$ cat src/sfd_pkg.sv
// ----------------------------------------------------------------------------
// sfd_pkg
// Shared types and constants of the frame deframer: result kinds, frame
// status codes, header layout and the result record.
// ----------------------------------------------------------------------------
package sfd_pkg;

  localparam int FieldLenW   = 24;
  localparam int HeaderBytes = 8;
  localparam int SyncLength  = 4;

  localparam logic [1:0] KIND_PAYLOAD = 2'd0;
  localparam logic [1:0] KIND_SYNC    = 2'd1;
  localparam logic [1:0] KIND_END     = 2'd2;

  localparam logic [1:0] STATUS_OK     = 2'd0;
  localparam logic [1:0] STATUS_SUM    = 2'd1;
  localparam logic [1:0] STATUS_LENGTH = 2'd2;

  localparam logic [2:0] HDR_LEN0   = 3'd0;
  localparam logic [2:0] HDR_LEN1   = 3'd1;
  localparam logic [2:0] HDR_LEN2   = 3'd2;
  localparam logic [2:0] HDR_SUM    = 3'd3;
  localparam logic [2:0] HDR_ID_LO  = 3'd4;
  localparam logic [2:0] HDR_ID_HI  = 3'd5;
  localparam logic [2:0] HDR_CODE_LO = 3'd6;
  localparam logic [2:0] HDR_CODE_HI = 3'd7;

  typedef struct packed {
    logic [1:0]           kind;
    logic [7:0]           data;
    logic                 last;
    logic [1:0]           status;
    logic [15:0]          id;
    logic [15:0]          code;
    logic [FieldLenW-1:0] length;
  } result_t;

endpackage

$ cat src/sync_aware_frame_deframer.sv
// ----------------------------------------------------------------------------
// sync_aware_frame_deframer
// Byte-serial deframer for a length-prefixed link protocol with sync groups.
// ----------------------------------------------------------------------------
// channel  direction  handshake                 payload
// rx       in         rx_valid / rx_ready       rx_byte
// out      out        out_valid / out_ready     result_kind .. frame_length
// apb      in         psel, penable, pready     paddr, pwdata, prdata
//
// one byte per cycle while rx_ready is high; a byte's result is registered
// the header/payload update is a single pass of compare, add and count logic
// an output register plus a skid register let rx take a byte while a result
// waits; rx_ready drops only while the skid register is full
// rst is synchronous and clears the parser, the seed and both valid flags
// ----------------------------------------------------------------------------
module sync_aware_frame_deframer #(
  parameter int LENGTH_BITS = 24
) (
  input  logic        clk,
  input  logic        rst,
  // configuration
  input  logic        psel,
  input  logic        penable,
  input  logic        pwrite,
  input  logic [2:0]  paddr,
  input  logic [31:0] pwdata,
  output logic [31:0] prdata,
  output logic        pready,
  // receive bytes
  input  logic        rx_valid,
  output logic        rx_ready,
  input  logic [7:0]  rx_byte,
  // results
  output logic        out_valid,
  input  logic        out_ready,
  output logic [1:0]  result_kind,
  output logic [7:0]  payload_byte,
  output logic        frame_last,
  output logic [1:0]  frame_status,
  output logic [15:0] message_id,
  output logic [15:0] msg_code,
  output logic [23:0] frame_length
);

  localparam int LenW = (LENGTH_BITS < sfd_pkg::FieldLenW) ? LENGTH_BITS
                                                            : sfd_pkg::FieldLenW;

  // configuration register
  logic [7:0] checksum_seed;

  // parser state
  logic            in_payload, in_payload_next;
  logic [2:0]      header_index, header_index_next;
  logic [LenW-1:0] length_reg, length_reg_next;
  logic [7:0]      expected_sum, expected_sum_next;
  logic [7:0]      running_sum, running_sum_next;
  logic [15:0]     id_reg, id_reg_next;
  logic [15:0]     code_reg, code_reg_next;
  logic [LenW-1:0] bytes_left, bytes_left_next;
  logic            sync_run, sync_run_next;

  logic                       rx_fire;
  logic                       res_fire;
  sfd_pkg::result_t           res;
  logic [sfd_pkg::FieldLenW-1:0] len_ext;
  logic [sfd_pkg::FieldLenW-1:0] len_asm;
  logic [7:0]                 sum_add;

  sfd_pkg::result_t out_q, skid_q;
  logic             skid_valid;
  logic             out_fire;

  // apb port
  assign pready = 1'b1;
  assign prdata = (paddr[2] == 1'b0) ? {24'd0, checksum_seed} : 32'd0;

  always_ff @(posedge clk) begin
    if (rst) begin
      checksum_seed <= '0;
    end else if (psel && penable && pwrite && pready && paddr[2] == 1'b0) begin
      checksum_seed <= pwdata[7:0];
    end
  end

  assign rx_ready = !skid_valid;
  assign rx_fire  = rx_valid && rx_ready;
  assign out_fire = out_valid && out_ready;
  assign sum_add  = running_sum + rx_byte;

  always_comb begin
    len_ext = '0;
    len_ext[LenW-1:0] = length_reg;
  end

  always_comb begin
    in_payload_next   = in_payload;
    header_index_next = header_index;
    length_reg_next   = length_reg;
    expected_sum_next = expected_sum;
    running_sum_next  = running_sum;
    id_reg_next       = id_reg;
    code_reg_next     = code_reg;
    bytes_left_next   = bytes_left;
    sync_run_next     = sync_run;
    res_fire          = 1'b0;
    res.kind          = sfd_pkg::KIND_PAYLOAD;
    res.data          = 8'd0;
    res.last          = 1'b0;
    res.status        = sfd_pkg::STATUS_OK;
    len_asm           = len_ext;

    if (in_payload) begin
      running_sum_next = sum_add;
      res_fire         = 1'b1;
      res.data         = rx_byte;
      if (bytes_left != '0) begin
        bytes_left_next = bytes_left - LenW'(1);
      end
      if (bytes_left_next == '0) begin
        in_payload_next   = 1'b0;
        header_index_next = sfd_pkg::HDR_LEN0;
        res.last          = 1'b1;
        res.status        = (sum_add == expected_sum) ? sfd_pkg::STATUS_OK
                                                      : sfd_pkg::STATUS_SUM;
      end
    end else begin
      header_index_next = header_index + 3'd1;
      case (header_index)
        sfd_pkg::HDR_LEN0: begin
          running_sum_next = checksum_seed;
          len_asm          = {16'd0, rx_byte};
          length_reg_next  = len_asm[LenW-1:0];
        end
        sfd_pkg::HDR_LEN1: begin
          len_asm         = len_ext | {8'd0, rx_byte, 8'd0};
          length_reg_next = len_asm[LenW-1:0];
        end
        sfd_pkg::HDR_LEN2: begin
          len_asm         = len_ext | {rx_byte, 16'd0};
          length_reg_next = len_asm[LenW-1:0];
        end
        sfd_pkg::HDR_SUM: begin
          expected_sum_next = rx_byte;
          if (length_reg == LenW'(sfd_pkg::SyncLength) && rx_byte == checksum_seed) begin
            header_index_next = sfd_pkg::HDR_LEN0;
            // only the first group of a run is reported
            if (!sync_run) begin
              sync_run_next = 1'b1;
              res_fire      = 1'b1;
              res.kind      = sfd_pkg::KIND_SYNC;
            end
          end else begin
            sync_run_next = 1'b0;
          end
        end
        sfd_pkg::HDR_ID_LO: begin
          id_reg_next      = {8'd0, rx_byte};
          running_sum_next = sum_add;
        end
        sfd_pkg::HDR_ID_HI: begin
          id_reg_next      = {rx_byte, id_reg[7:0]};
          running_sum_next = sum_add;
        end
        sfd_pkg::HDR_CODE_LO: begin
          code_reg_next    = {8'd0, rx_byte};
          running_sum_next = sum_add;
        end
        sfd_pkg::HDR_CODE_HI: begin
          code_reg_next     = {rx_byte, code_reg[7:0]};
          running_sum_next  = sum_add;
          header_index_next = sfd_pkg::HDR_LEN0;
          if (length_reg < LenW'(sfd_pkg::HeaderBytes)) begin
            res_fire   = 1'b1;
            res.kind   = sfd_pkg::KIND_END;
            res.last   = 1'b1;
            res.status = sfd_pkg::STATUS_LENGTH;
          end else if (length_reg == LenW'(sfd_pkg::HeaderBytes)) begin
            res_fire   = 1'b1;
            res.kind   = sfd_pkg::KIND_END;
            res.last   = 1'b1;
            res.status = (sum_add == expected_sum) ? sfd_pkg::STATUS_OK
                                                   : sfd_pkg::STATUS_SUM;
          end else begin
            bytes_left_next = length_reg - LenW'(sfd_pkg::HeaderBytes);
            in_payload_next = 1'b1;
          end
        end
        default: begin
          header_index_next = sfd_pkg::HDR_LEN0;
        end
      endcase
    end

    // header fields as they stand after this byte
    res.id     = id_reg_next;
    res.code   = code_reg_next;
    res.length = '0;
    res.length[LenW-1:0] = length_reg_next;
  end

  always_ff @(posedge clk) begin
    if (rst) begin
      in_payload   <= 1'b0;
      header_index <= sfd_pkg::HDR_LEN0;
      length_reg   <= '0;
      expected_sum <= '0;
      running_sum  <= '0;
      id_reg       <= '0;
      code_reg     <= '0;
      bytes_left   <= '0;
      sync_run     <= 1'b0;
    end else if (rx_fire) begin
      in_payload   <= in_payload_next;
      header_index <= header_index_next;
      length_reg   <= length_reg_next;
      expected_sum <= expected_sum_next;
      running_sum  <= running_sum_next;
      id_reg       <= id_reg_next;
      code_reg     <= code_reg_next;
      bytes_left   <= bytes_left_next;
      sync_run     <= sync_run_next;
    end
  end

  // output register with skid stage
  always_ff @(posedge clk) begin
    if (rst) begin
      out_valid  <= 1'b0;
      skid_valid <= 1'b0;
    end else if (skid_valid) begin
      if (out_fire) begin
        out_q      <= skid_q;
        skid_valid <= 1'b0;
      end
    end else if (rx_fire && res_fire) begin
      if (!out_valid || out_fire) begin
        out_q     <= res;
        out_valid <= 1'b1;
      end else begin
        skid_q     <= res;
        skid_valid <= 1'b1;
      end
    end else if (out_fire) begin
      out_valid <= 1'b0;
    end
  end

  assign result_kind  = out_q.kind;
  assign payload_byte = out_q.data;
  assign frame_last   = out_q.last;
  assign frame_status = out_q.status;
  assign message_id   = out_q.id;
  assign msg_code     = out_q.code;
  assign frame_length = out_q.length;

endmodule

$ cat config.mk
export PLATFORM = sky130hd
export DESIGN_NAME = sync_aware_frame_deframer
export DESIGN_NICKNAME = d
export VERILOG_FILES = /design/src/sfd_pkg.sv /design/src/sync_aware_frame_deframer.sv
export SDC_FILE = /design/constraint.sdc
export NUM_CORES = 1
export LEC_CHECK = 0
export BUFFER_PORTS_ARGS = -buffer_cell sky130_fd_sc_hd__buf_2
export CAP_MARGIN = 0
export CORE_ASPECT_RATIO = 0.8
export CORE_UTILIZATION = 30
export DETAILED_ROUTE_END_ITERATION = 8
export GPL_ROUTABILITY_DRIVEN = 0
export PLACE_DENSITY_LB_ADDON = 0.08
export SLEW_MARGIN = 10
export SYNTH_ARGS = -nofsm -noshare
export SYNTH_HDL_FRONTEND = slang
export SYNTH_SLANG_ARGS = --single-unit
$ cat constraint.sdc
create_clock -name clk -period 9.7 [get_ports clk]
set_clock_uncertainty 0.05 [all_clocks]
set_input_delay 1.94 -clock clk [delete_from_list [all_inputs] [get_ports clk]]
set_output_delay 1.94 -clock clk [all_outputs]
set_load 0.01 [all_outputs]
# == Yosys cells after proc, flatten, opt, wreduce, memory -nomap -nowiden ==
# Cells that the tools add are included.
# op_classes
addsub,4
order_cmp,1
n_eq_ne,16
muxes,55
bitwise_logic,7
reduce_logical,26
# op_table
cell,n
two-way mux 69 bit,4
two-way mux 24 bit,7
one-hot mux 24 bit (3 select lines),1
one-hot mux 16 bit (2 select lines),2
two-way mux 16 bit,2
"== test 24 x 3 -> 1 bit, second input constant",1
"== test 24 x 4 -> 1 bit, second input constant",1
logical NOT 24 bit,1
"less-than comparator 24 x 4 -> 1 bit, second input constant",1
two-way mux 3 bit,8
two-way mux 8 bit,3
bitwise OR 24 x 16 -> 24 bit,1
bitwise OR 24 bit,1
nonzero test 24 bit,1
"subtractor 24 x 1 -> 24 bit, second input constant",1
"subtractor 24 x 4 -> 24 bit, second input constant",1
two-way mux 1 bit,21
== test 8 bit,2
one-hot mux 8 bit (2 select lines),1
"== test 3 bit, second input constant",4
AND reduction 4 bit,3
adder 8 bit,1
nonzero test 2 bit,4
logical AND 1 bit,7
other kinds (17),30
# totals
register_bits,249
inputBits,50
output_inout_bits,104
word_cells,135

# == Longest topological paths before layout ==
# Gate-level depths: netlist of run 1.
# depth
word_depth,10
depth_mapped,10
ltp_nobuf,9

# == Worst setup path before layout of run 1 ==
# No wires, ideal clock.
# synth_timing
kind,input -> register
from,in rx_byte[5]
to,reg skid_q[0] (netlist name) (enable)
setup_time_ps,665
arrival_time_ps,9652
setup_slack_ps,-667
path_stages,7
path_cell_list,clkbuf_1 > xor2_1 > nor4_1 > nand4_1 > o41ai_1 > a21oi_1 > nor4_1
# synth_via
elab_chain_len,7
# synth_lines
element,line_no,text
start: declaration,sync_aware_frame_deframer.sv:32,"input logic [7:0] rx_byte,"
== test 8 bit,sync_aware_frame_deframer.sv:144,if (length_reg == LenW'(sfd_pkg::SyncLength) && rx_byte == checksum_seed) begin
logical AND 1 bit,sync_aware_frame_deframer.sv:144,
two-way mux 1 bit,sync_aware_frame_deframer.sv:144,
one-hot mux 1 bit (2 select lines),sync_aware_frame_deframer.sv:128,case (header_index)
two-way mux 1 bit,sync_aware_frame_deframer.sv:112,if (in_payload) begin
logical AND 1 bit,sync_aware_frame_deframer.sv:235,end else if (rx_fire && res_fire) begin
AND reduction 4 bit (no source line),n/a,
end signal: assignment,sync_aware_frame_deframer.sv:240,skid_q <= res;
end: declaration,sync_aware_frame_deframer.sv:69,"sfd_pkg::result_t out_q, skid_q;"
# Every way passes these cells.
# A chain may end at the register's enable or synchronous reset.

# == Worst setup path after layout of run 1 ==
# layout_timing
from,in rx_byte[1]
to,reg out_q (netlist bit message_id[5]) (enable)
# layout_via
elab_chain_len,8
# layout_lines
element,line_no,text
== test 8 bit,sync_aware_frame_deframer.sv:144,
logical AND 1 bit,sync_aware_frame_deframer.sv:144,
two-way mux 1 bit,sync_aware_frame_deframer.sv:144,
one-hot mux 1 bit (2 select lines),sync_aware_frame_deframer.sv:128,
two-way mux 1 bit,sync_aware_frame_deframer.sv:112,
logical AND 1 bit,sync_aware_frame_deframer.sv:235,
nonzero test 2 bit (no source line),n/a,
AND reduction 4 bit (no source line),n/a,
end signal: assignment,sync_aware_frame_deframer.sv:232,out_q <= skid_q;
end signal: assignment,sync_aware_frame_deframer.sv:237,out_q <= res;
end: declaration,sync_aware_frame_deframer.sv:69,
# Every way passes these cells.

==> flow_summary.json, run 1 <==
{
  "switchingPower_uw": 620,
  "ir_drop_mv": 0.110,
  "routedWlPerCell_um": 19.4,
  "power_frac_comb_pct": 10.0,
  "ys_types": 76,
  "top_register": "skid_q",
  "cts_sinks": 249,
  "hold_viol": 0,
  "synthArstFlopShare_pct": 0,
  "boundaryPins": 154,
  "max_freq_ghz": 0.209,
  "fin_crit_ps": 4790,
  "cts.hold.buffers_added": 0,
  "switching_share_pct": 25.3,
  "cts_root_buf": "clkbuf_16",
  "seq_power_share_pct": 47.4,
  "drt_wl_total_mm": 34.2,
  "grt_first_pass_wirelength_mm": 52.8,
  "track_usage_pct": 16.9,
  "worstPathArrival_ps": 4930,
  "die_h_um": 181,
  "place.detailed.hpwl_mm": 21.6,
  "synth_edf_count": 138,
  "yosysSeqAreaShare_pct": 53.0,
  "firstDrtPassIters": 5,
  "total_power_uw": 2440,
  "clk_pin_slew_worst_paths_ps": 60,
  "required_ps": 9840,
  "post-route-drc-count": 0,
  "status": "finished, final reports clean",
  "final_common_cell": "nor2_1",
  "portBuffers": 102,
  "clkPwrFrac_pct": 42.5,
  "drv_cap": 0,
  "n_antenna_cell": 0,
  "cts_tree": "done",
  "setup_viol": 0,
  "die-area_um2": 40800,
  "overflow": 0,
  "nets": 1270,
  "rsz0062_at_grt": "no",
  "min_path_type": "reg2reg",
  "worstSetupPathType": "in2reg",
  "avgSynthCellArea_um2": 10.5,
  "syn_inst": 1145,
  "tightestPinTransition_ps": 1210,
  "grt_max_degree": 77,
  "vias": 8879,
  "synthFlopType": "edfxtp_1",
  "worstPathMaxFanout": 41,
  "yosys_warnings": 0,
  "cp-end-kind": "register",
  "initial_core_util_pct": 30.4,
  "ant_nets": 0,
  "clock_latency_ps": 570,
  "p_int_uw": 1830,
  "drive_above_1_share_pct": 19.9,
  "max-slew-margin-rel_pct": 19.0,
  "slew_violations": 0,
  "row_count": 65,
  "fp.dieW_um": 226,
  "ctsResizeCount": 0,
  "cts_buffers": 28,
  "largest_register_ffs": 69,
  "avgViaCountPerCell": 5.04,
  "coreArea_um2": 39400,
  "dr.first_iter.drc_count": 578,
  "max-clock-path-buffers": 3,
  "start_kind": "input port",
  "p_leak_uw": 0.00533,
  "syn_to_final_growth_pct": 14.8,
  "fin_tns_setup_ps": 0,
  "cts_setup_buffers": 0,
  "yosys_register_bits": 249,
  "antenna_found_initial": 0,
  "final_cell_mix": "175 x nor2_1, 138 x edfxtp_1, 111 x dfxtp_1",
  "grt_pass1_vias": 8495,
  "htreeDepth": 1,
  "synth_area_um2": 12000,
  "p_per_area_nw_per_um2": 177,
  "period_share_pct": 49.3
}
## power by group through the flow
| stage | registers (uW) | logic, uW | clock network (uW) |
|---|---|---|---|
| 2_1_floorplan | 1170 | 188 | 0 |
| 6_report | 1160 | 245 | 1040 |
| 3_3_place_gp | 1180 | 244 | 0 |
| 4_1_cts | 1160 | 247 | 1080 |
| 3_5_place_dp | 1180 | 245 | 0 |
| 5_1_grt | 1160 | 273 | 1120 |
## worst max-delay path: stages
cell      delay, ps
buf_2           450
xor2_1          120
nor3_1          300
nand4_1         330
o41ai_1         420
a21oi_1         210
nand2b_1        260
a221oi_4        290
buf_4           570
## final cells by class
cell class	instances	area (um^2)
well taps	536	671
fillers	4002	25700
flip-flops and latches	249	6370
repair buffers	113	596
inverters	15	56.3
multi-input cells	798	5210
clock buffers	38	748
clock inverters	14	133
## path summary, 6_finish.rpt
check / from / end / slack [ps] / depth (start not counted)
worst max register to register: len_ext[3]$_SDFFE_PP0P_ / message_id[5]$_DFFE_PP_ / 6090 / 8
worst min-delay path: running_sum[7]$_SDFFE_PP0P_ / running_sum[7]$_SDFFE_PP0P_ / 440 / 2
worst max-delay path: rx_byte[1] / message_id[5]$_DFFE_PP_ / 4910 / 9
worst min register to register: running_sum[7]$_SDFFE_PP0P_ / running_sum[7]$_SDFFE_PP0P_ / 440 / 2
## synthesized netlist by cell type, types with 15 or more instances
cell type / n / area share [%]
nand3_1: 15 / 0.63
mux2i_1: 20 / 1.7
a21oi_1: 37 / 1.5
mux2_2: 70 / 6.6
and2_1: 16 / 0.83
nor3_1: 73 / 3.0
nor2_1: 175 / 5.5
dfxtp_1: 111 / 19
a22o_1: 58 / 4.2
clkbuf_1: 67 / 2.1
xnor2_1: 17 / 1.2
xor2_1: 22 / 1.6
o21ai_0: 21 / 0.88
nand2_1: 63 / 2.0
buf_4: 25 / 1.6
edfxtp_1: 138 / 35
## per-layer routing
| metal | share of wire, % | global-route usage (%) | vias up |
|---|---|---|---|
| met5 | 0 | 0 | - |
| met4 | 2.2 | 4.19 | 0 |
| li1 | - | - | 4269 |
| met2 | 43 | 24.9 | 190 |
| met1 | 51 | 25.2 | 4373 |
| met3 | 4.5 | 3.04 | 47 |
## per-stage QoR
stage | cell area [um^2] | utilization (%) | hold WS, ps | worst slack, ps | std cells
3_3_place_gp | 12900 | 32.7 | 423 | 4320 | 1711
4_1_cts | 13800 | 34.9 | 445 | 4920 | 1763
6_report | 13800 | 34.9 | 440 | 4910 | 1763
3_5_place_dp | 12900 | 32.7 | 436 | 4340 | 1711
2_1_floorplan | 12100 | - | 408 | 590 | 1168
5_1_grt | 13800 | 34.9 | 462 | 4720 | 1763
## cells by family after synthesis
kind of cell               Yosys count  synth area share, %
AOI/OAI and AO/OA                  197                 11.9
xor gates and xnor gates            39                 2.85
adders and majority gates           15                 1.63
buffers and inverters              121                 4.68
DFF                                249                 53.0
muxes                               90                 8.24
other                                2               0.0626
and+or+nand+nor                    432                 17.6
(Power assumes the default switching activity.)
==> inputs of run 2 (changes only) <==
Clock period 9.7 ns to 4.7 ns, I/O delays scaled along.
==> run 2 against run 1 <==
Non-clock buffer count rose by 4. Die area stayed put. Critical path depth is the same. Hold slack worse by 3.7 ps. Clock power grew 130%. Largest cell class unchanged. Cell area grew 1.1%.
==> flow_summary.json, run 2 (synthesis results as in run 1) <==
{
  "grt_max_degree": 67,
  "min_to": "running_sum[7]$_SDFFE_PP0P_",
  "timing.critical_path.cells": "buf_2 -> ha_1 -> nor3b_1 -> o21ai_0 -> o21ai_0 -> a2111oi_0 -> o41ai_1 -> or4_1 -> a31o_1",
  "dpl_cell_area_um2": 12900,
  "nets": 1275,
  "regToRegEndpoint": "frame_length[12]$_DFFE_PP_",
  "n_antenna_cell": 0,
  "row_count": 65,
  "die_h_um": 181,
  "syn_to_final_growth_pct": 16.1,
  "p_per_area_nw_per_um2": 379,
  "ctsResizeCount": 0,
  "coreArea_um2": 39400,
  "die-area_um2": 40800,
  "slew_violations": 0,
  "r2r_slack_ps": 1200,
  "cts_tree": "done",
  "worstSetupPathType": "in2reg",
  "postLayoutCoreUtil_pct": 35.3,
  "hold_viol": 0,
  "clk_pin_slew_worst_paths_ps": 70,
  "final_cell_mix": "175 x nor2_1, 138 x edfxtp_1, 111 x dfxtp_1",
  "rsz0062_at_grt": "no",
  "initial_core_util_pct": 30.4,
  "r2r-start": "len_ext[8]$_SDFFE_PP0P_",
  "cts_root_buf": "clkbuf_16",
  "final_common_cell": "nor2_1",
  "routedWlPerCell_um": 19.4,
  "tightestPinTransition_ps": 1020,
  "track_usage_pct": 17.0,
  "grt_first_pass_wirelength_mm": 53.6,
  "cts_sinks": 249,
  "dr.first_iter.drc_count": 514,
  "fin_crit_ps": 3510,
  "max_freq_ghz": 0.285,
  "worstPathMaxFanout": 12,
  "place_ws_ps": 626,
  "cp_slowest_cell": "or4_1",
  "vias": 8796,
  "antenna_found_initial": 0,
  "largest_register_ffs": 69,
  "whs_path_depth": 2,
  "portBuffers": 102,
  "crit_path_max_incr_delay_ps": 580,
  "fin_tns_setup_ps": 0,
  "period_share_pct": 74.6,
  "final_area_um2": 13900,
  "ir_drop_mv": 0.287,
  "worstPathArrival_ps": 3780,
  "status": "finished, final reports clean",
  "htreeDepth": 1,
  "drt_wl_total_mm": 34.4,
  "clock_latency_ps": 560,
  "final.setup.worst_slack_ps": 1190,
  "p_leak_uw": 0.00542,
  "cts_setup_buffers": 0,
  "boundaryPins": 154,
  "post-route-drc-count": 0,
  "fp.dieW_um": 226,
  "max-clock-path-buffers": 3,
  "grt_pass1_vias": 8547,
  "drive_above_1_share_pct": 20.8,
  "min_path_type": "reg2reg",
  "hold_slack_ps": 436,
  "path_buf_inv": 1,
  "cp-end-kind": "register",
  "firstDrtPassIters": 6,
  "max-slew-margin-rel_pct": 31.7,
  "drv_cap": 0,
  "ant_nets": 0,
  "avgViaCountPerCell": 4.97,
  "place.detailed.hpwl_mm": 22.3,
  "overflow": 0,
  "start_kind": "input port",
  "reg2regPathDepth": 8,
  "required_ps": 4970,
  "cts.hold.buffers_added": 0,
  "min-delay-start": "running_sum[7]$_SDFFE_PP0P_",
  "setup_viol": 0,
  "top_register": "skid_q",
  "cts_buffers": 29,
  "cpMostUsedCell": "o21ai_0",
  "crit_family": "compound AO/OA/AOI/OAI gates"
}
==> run 2: power by group <==
group | leakage (uW) | internal, uW | switching, uW
logic | 0.00277 | 197 | 309
registers | 0.00216 | 2350 | 47.3
clock network | 0.000490 | 1430 | 950
==> run 2: how the worst max path moves through the flow <==
stage / cells past startpoint / startpoint / slack [ps] / to
floorplan: 7 / rx_byte[4] / -60 / skid_q[0]$_DFFE_PP_
global placement: 9 / rx_byte[5] / 620 / frame_status[0]$_DFFE_PP_
detailed placement: 9 / rx_byte[2] / 630 / frame_length[16]$_DFFE_PP_
CTS: 8 / len_ext[8]$_SDFFE_PP0P_ / 1210 / result_kind[0]$_DFFE_PP_
global route: 8 / len_ext[5]$_SDFFE_PP0P_ / 970 / frame_length[12]$_DFFE_PP_
finish: 9 / rx_byte[5] / 1190 / frame_status[0]$_DFFE_PP_
==> run 2: layout make-up <==
class	instances	area [um^2]
Clock buffer	34	754
Clock inverter	20	239
Fill cell	3959	25500
Inverter	15	56.3
Multi-Input combinational cell	798	5210
Sequential cell	249	6370
Tap cell	536	671
Timing Repair Buffer	117	638
==> run 2: metal layers <==
metal	track usage [%]	part of all wire, %
met1	25.5	51
met2	26.1	44
met3	2.42	4.1
met4	3.02	1.5
met5	0	0
==> run 2: worst reg2reg max path, stage by stage, from the launching register on <==
cell and delay, ps:
dfxtp_1 410, or4_4 610, nor2_1 280, nand3_1 160, o41ai_1 330, a21oi_1 180
nand2b_1 250, a221oi_4 420, buf_12 390
==> run 2: per-stage QoR <==
| stage | instances | power, uW |
|---|---|---|
| after floorplan | 1168 | 2810 |
| after global placement | 1715 | 2950 |
| after detailed placement | 1715 | 2950 |
| after CTS | 1769 | 5350 |
| after global routing | 1769 | 5510 |
| final | 1769 | 5280 |
==> inputs of run 3 (changes only) <==
Clock period 4.7 ns to 2.8 ns, I/O delays scaled along.
==> run 3 against run 2 <==
Non-clock buffer count grew 135. Combinational power increased by 110%. Largest cell class unchanged. Hold slack worse by 250 ps. The flow now finishes with violations (setup timing). Critical path type is now reg2reg.
==> flow_summary.json, run 3 (synthesis results as in run 1) <==
{
  "status": "finished, violations left",
  "violations": "setup timing",
  "portBuffers": 102,
  "required_ps": 3010,
  "grt_first_pass_wirelength_mm": 55.3,
  "row_count": 65,
  "drt_wl_total_mm": 35.7,
  "firstDrtPassIters": 5,
  "drive_above_1_share_pct": 29.4,
  "coreArea_um2": 39400,
  "place_ws_ps": -501,
  "whs_path_depth": 3,
  "cts_root_buf": "clkbuf_16",
  "dp_cells": 1842,
  "hold_viol": 0,
  "overflow": 0,
  "max-slew-margin-rel_pct": 33.6,
  "track_usage_pct": 17.7,
  "drv_cap": 0,
  "final_common_cell": "nor2_1",
  "final_cell_mix": "174 x nor2_1, 138 x edfxtp_1, 125 x buf_4",
  "slew_violations": 0,
  "ant_nets": 0,
  "postLayoutCoreUtil_pct": 38.5,
  "seq_power_share_pct": 45.7,
  "max_freq_ghz": 0.354,
  "power_frac_comb_pct": 12.5,
  "min_to": "checksum_seed[4]$_SDFFE_PP0P_",
  "dr.first_iter.drc_count": 466,
  "top_register": "skid_q",
  "switching_share_pct": 25.2,
  "clkPwrFrac_pct": 41.8,
  "setup_viol": 34,
  "min_path_type": "in2reg",
  "total_power_uw": 8710,
  "antenna_found_initial": 0,
  "grt_max_degree": 70,
  "largest_register_ffs": 69,
  "crit_path_max_incr_delay_ps": 560,
  "n_antenna_cell": 0,
  "r2r_slack_ps": -30,
  "switchingPower_uw": 2190,
  "reg2regPathDepth": 10,
  "avgViaCountPerCell": 4.88,
  "rsz0062_at_grt": "yes",
  "worstSetupPathType": "reg2reg",
  "min-delay-start": "pwdata[4]",
  "worstPathMaxFanout": 11,
  "hold_slack_ps": 187,
  "cts.hold.buffers_added": 0,
  "vias": 9274,
  "place.detailed.hpwl_mm": 24.6,
  "nets": 1409,
  "critPathLaunch": "len_ext[17]$_SDFFE_PP0P_",
  "cpMostUsedCell": "buf_12",
  "cts_sinks": 249,
  "clock_latency_ps": 560,
  "cts_tree": "done",
  "fin_crit_ps": 2830,
  "clk_pin_slew_worst_paths_ps": 60,
  "final.setup.worst_slack_ps": -28.1,
  "max-clock-path-buffers": 3,
  "tightestPinTransition_ps": 996,
  "p_per_area_nw_per_um2": 574,
  "cts_buffers": 28,
  "p_leak_uw": 0.00616,
  "start_kind": "register",
  "initial_core_util_pct": 30.4,
  "p_int_uw": 6510,
  "worstPathArrival_ps": 3040,
  "regToRegEndpoint": "frame_length[14]$_DFFE_PP_",
  "boundaryPins": 154,
  "htreeDepth": 1,
  "period_share_pct": 101,
  "die-area_um2": 40800,
  "post-route-drc-count": 0,
  "syn_to_final_growth_pct": 26.4,
  "fp.dieW_um": 226,
  "cp-end-kind": "register",
  "fin_cells": 1902,
  "cp_slowest_cell": "or4_4",
  "ir_drop_mv": 0.428,
  "timing.critical_path.cells": "or4_4 -> nor4_4 -> nand3_1 -> o41ai_2 -> a21oi_1 -> nand2b_4 -> a221oi_4 -> buf_6 -> buf_12 -> buf_12",
  "routedWlPerCell_um": 18.8,
  "r2r-start": "len_ext[17]$_SDFFE_PP0P_",
  "die_h_um": 181,
  "grt_pass1_vias": 8998
}
[run 3: repair_timing]
action | in CTS | in global routing
endpoints found under the hold margin | 0 | 0
endpoints found under the setup margin | 68 | 75
pin swaps | 8 | 7
setup buffers | 4 | 3
cloned | 1 | 0
gates resized for setup | 11 | 29
[run 3: how the worst max path moves through the flow]
stage / cells after the start / to
global route: 10 / message_id[6]$_DFFE_PP_
CTS: 10 / msg_code[8]$_DFFE_PP_
detailed placement: 10 / payload_byte[5]$_DFFE_PP_
finish: 10 / frame_length[14]$_DFFE_PP_
floorplan: 7 / skid_q[0]$_DFFE_PP_
global placement: 10 / msg_code[8]$_DFFE_PP_
[run 3: critical path, delay by kind of cell (launching register included)]
kind,cells,cell delay [ps]
AND/OR/NAND/NOR,4,1080
buffers and inverters,3,440
flip-flops,1,320
AO/OA/AOI/OAI,3,640
[run 3: power by group through the flow]
| stage | clock [uW] | sequential (uW) | combinational, uW |
|---|---|---|---|
| floorplan | 0 | 4070 | 667 |
| global placement | 0 | 4060 | 1080 |
| detailed placement | 0 | 4060 | 1070 |
| CTS | 3760 | 3980 | 1090 |
| global route | 3890 | 3990 | 1200 |
| finish | 3640 | 3980 | 1090 |
[run 3: stage by stage]
step,setup TNS (ps),cell area (um^2)
after floorplan,-197290,12200
after global placement,-45440,14000
after detailed placement,-51860,14000
after CTS,0,15000
after global routing,-11580,15200
final,-444,15200
[run 3: layout make-up]
class | count | area [um^2]
Clock buffer | 39 | 773
Clock inverter | 13 | 115
Fill cell | 3889 | 24300
Inverter | 15 | 56.3
Multi-Input combinational cell | 798 | 5340
Sequential cell | 249 | 6370
Tap cell | 536 | 671
Timing Repair Buffer | 252 | 1850
[run 3: routing by layer]
layer  GRT usage, %  wire [um]  up-vias
met4           3.89        766        0
met1           26.4      18100     4511
li1               -          -     4548
met5              0          0        -
met2           26.9      15800      169
met3           2.29       1110       46
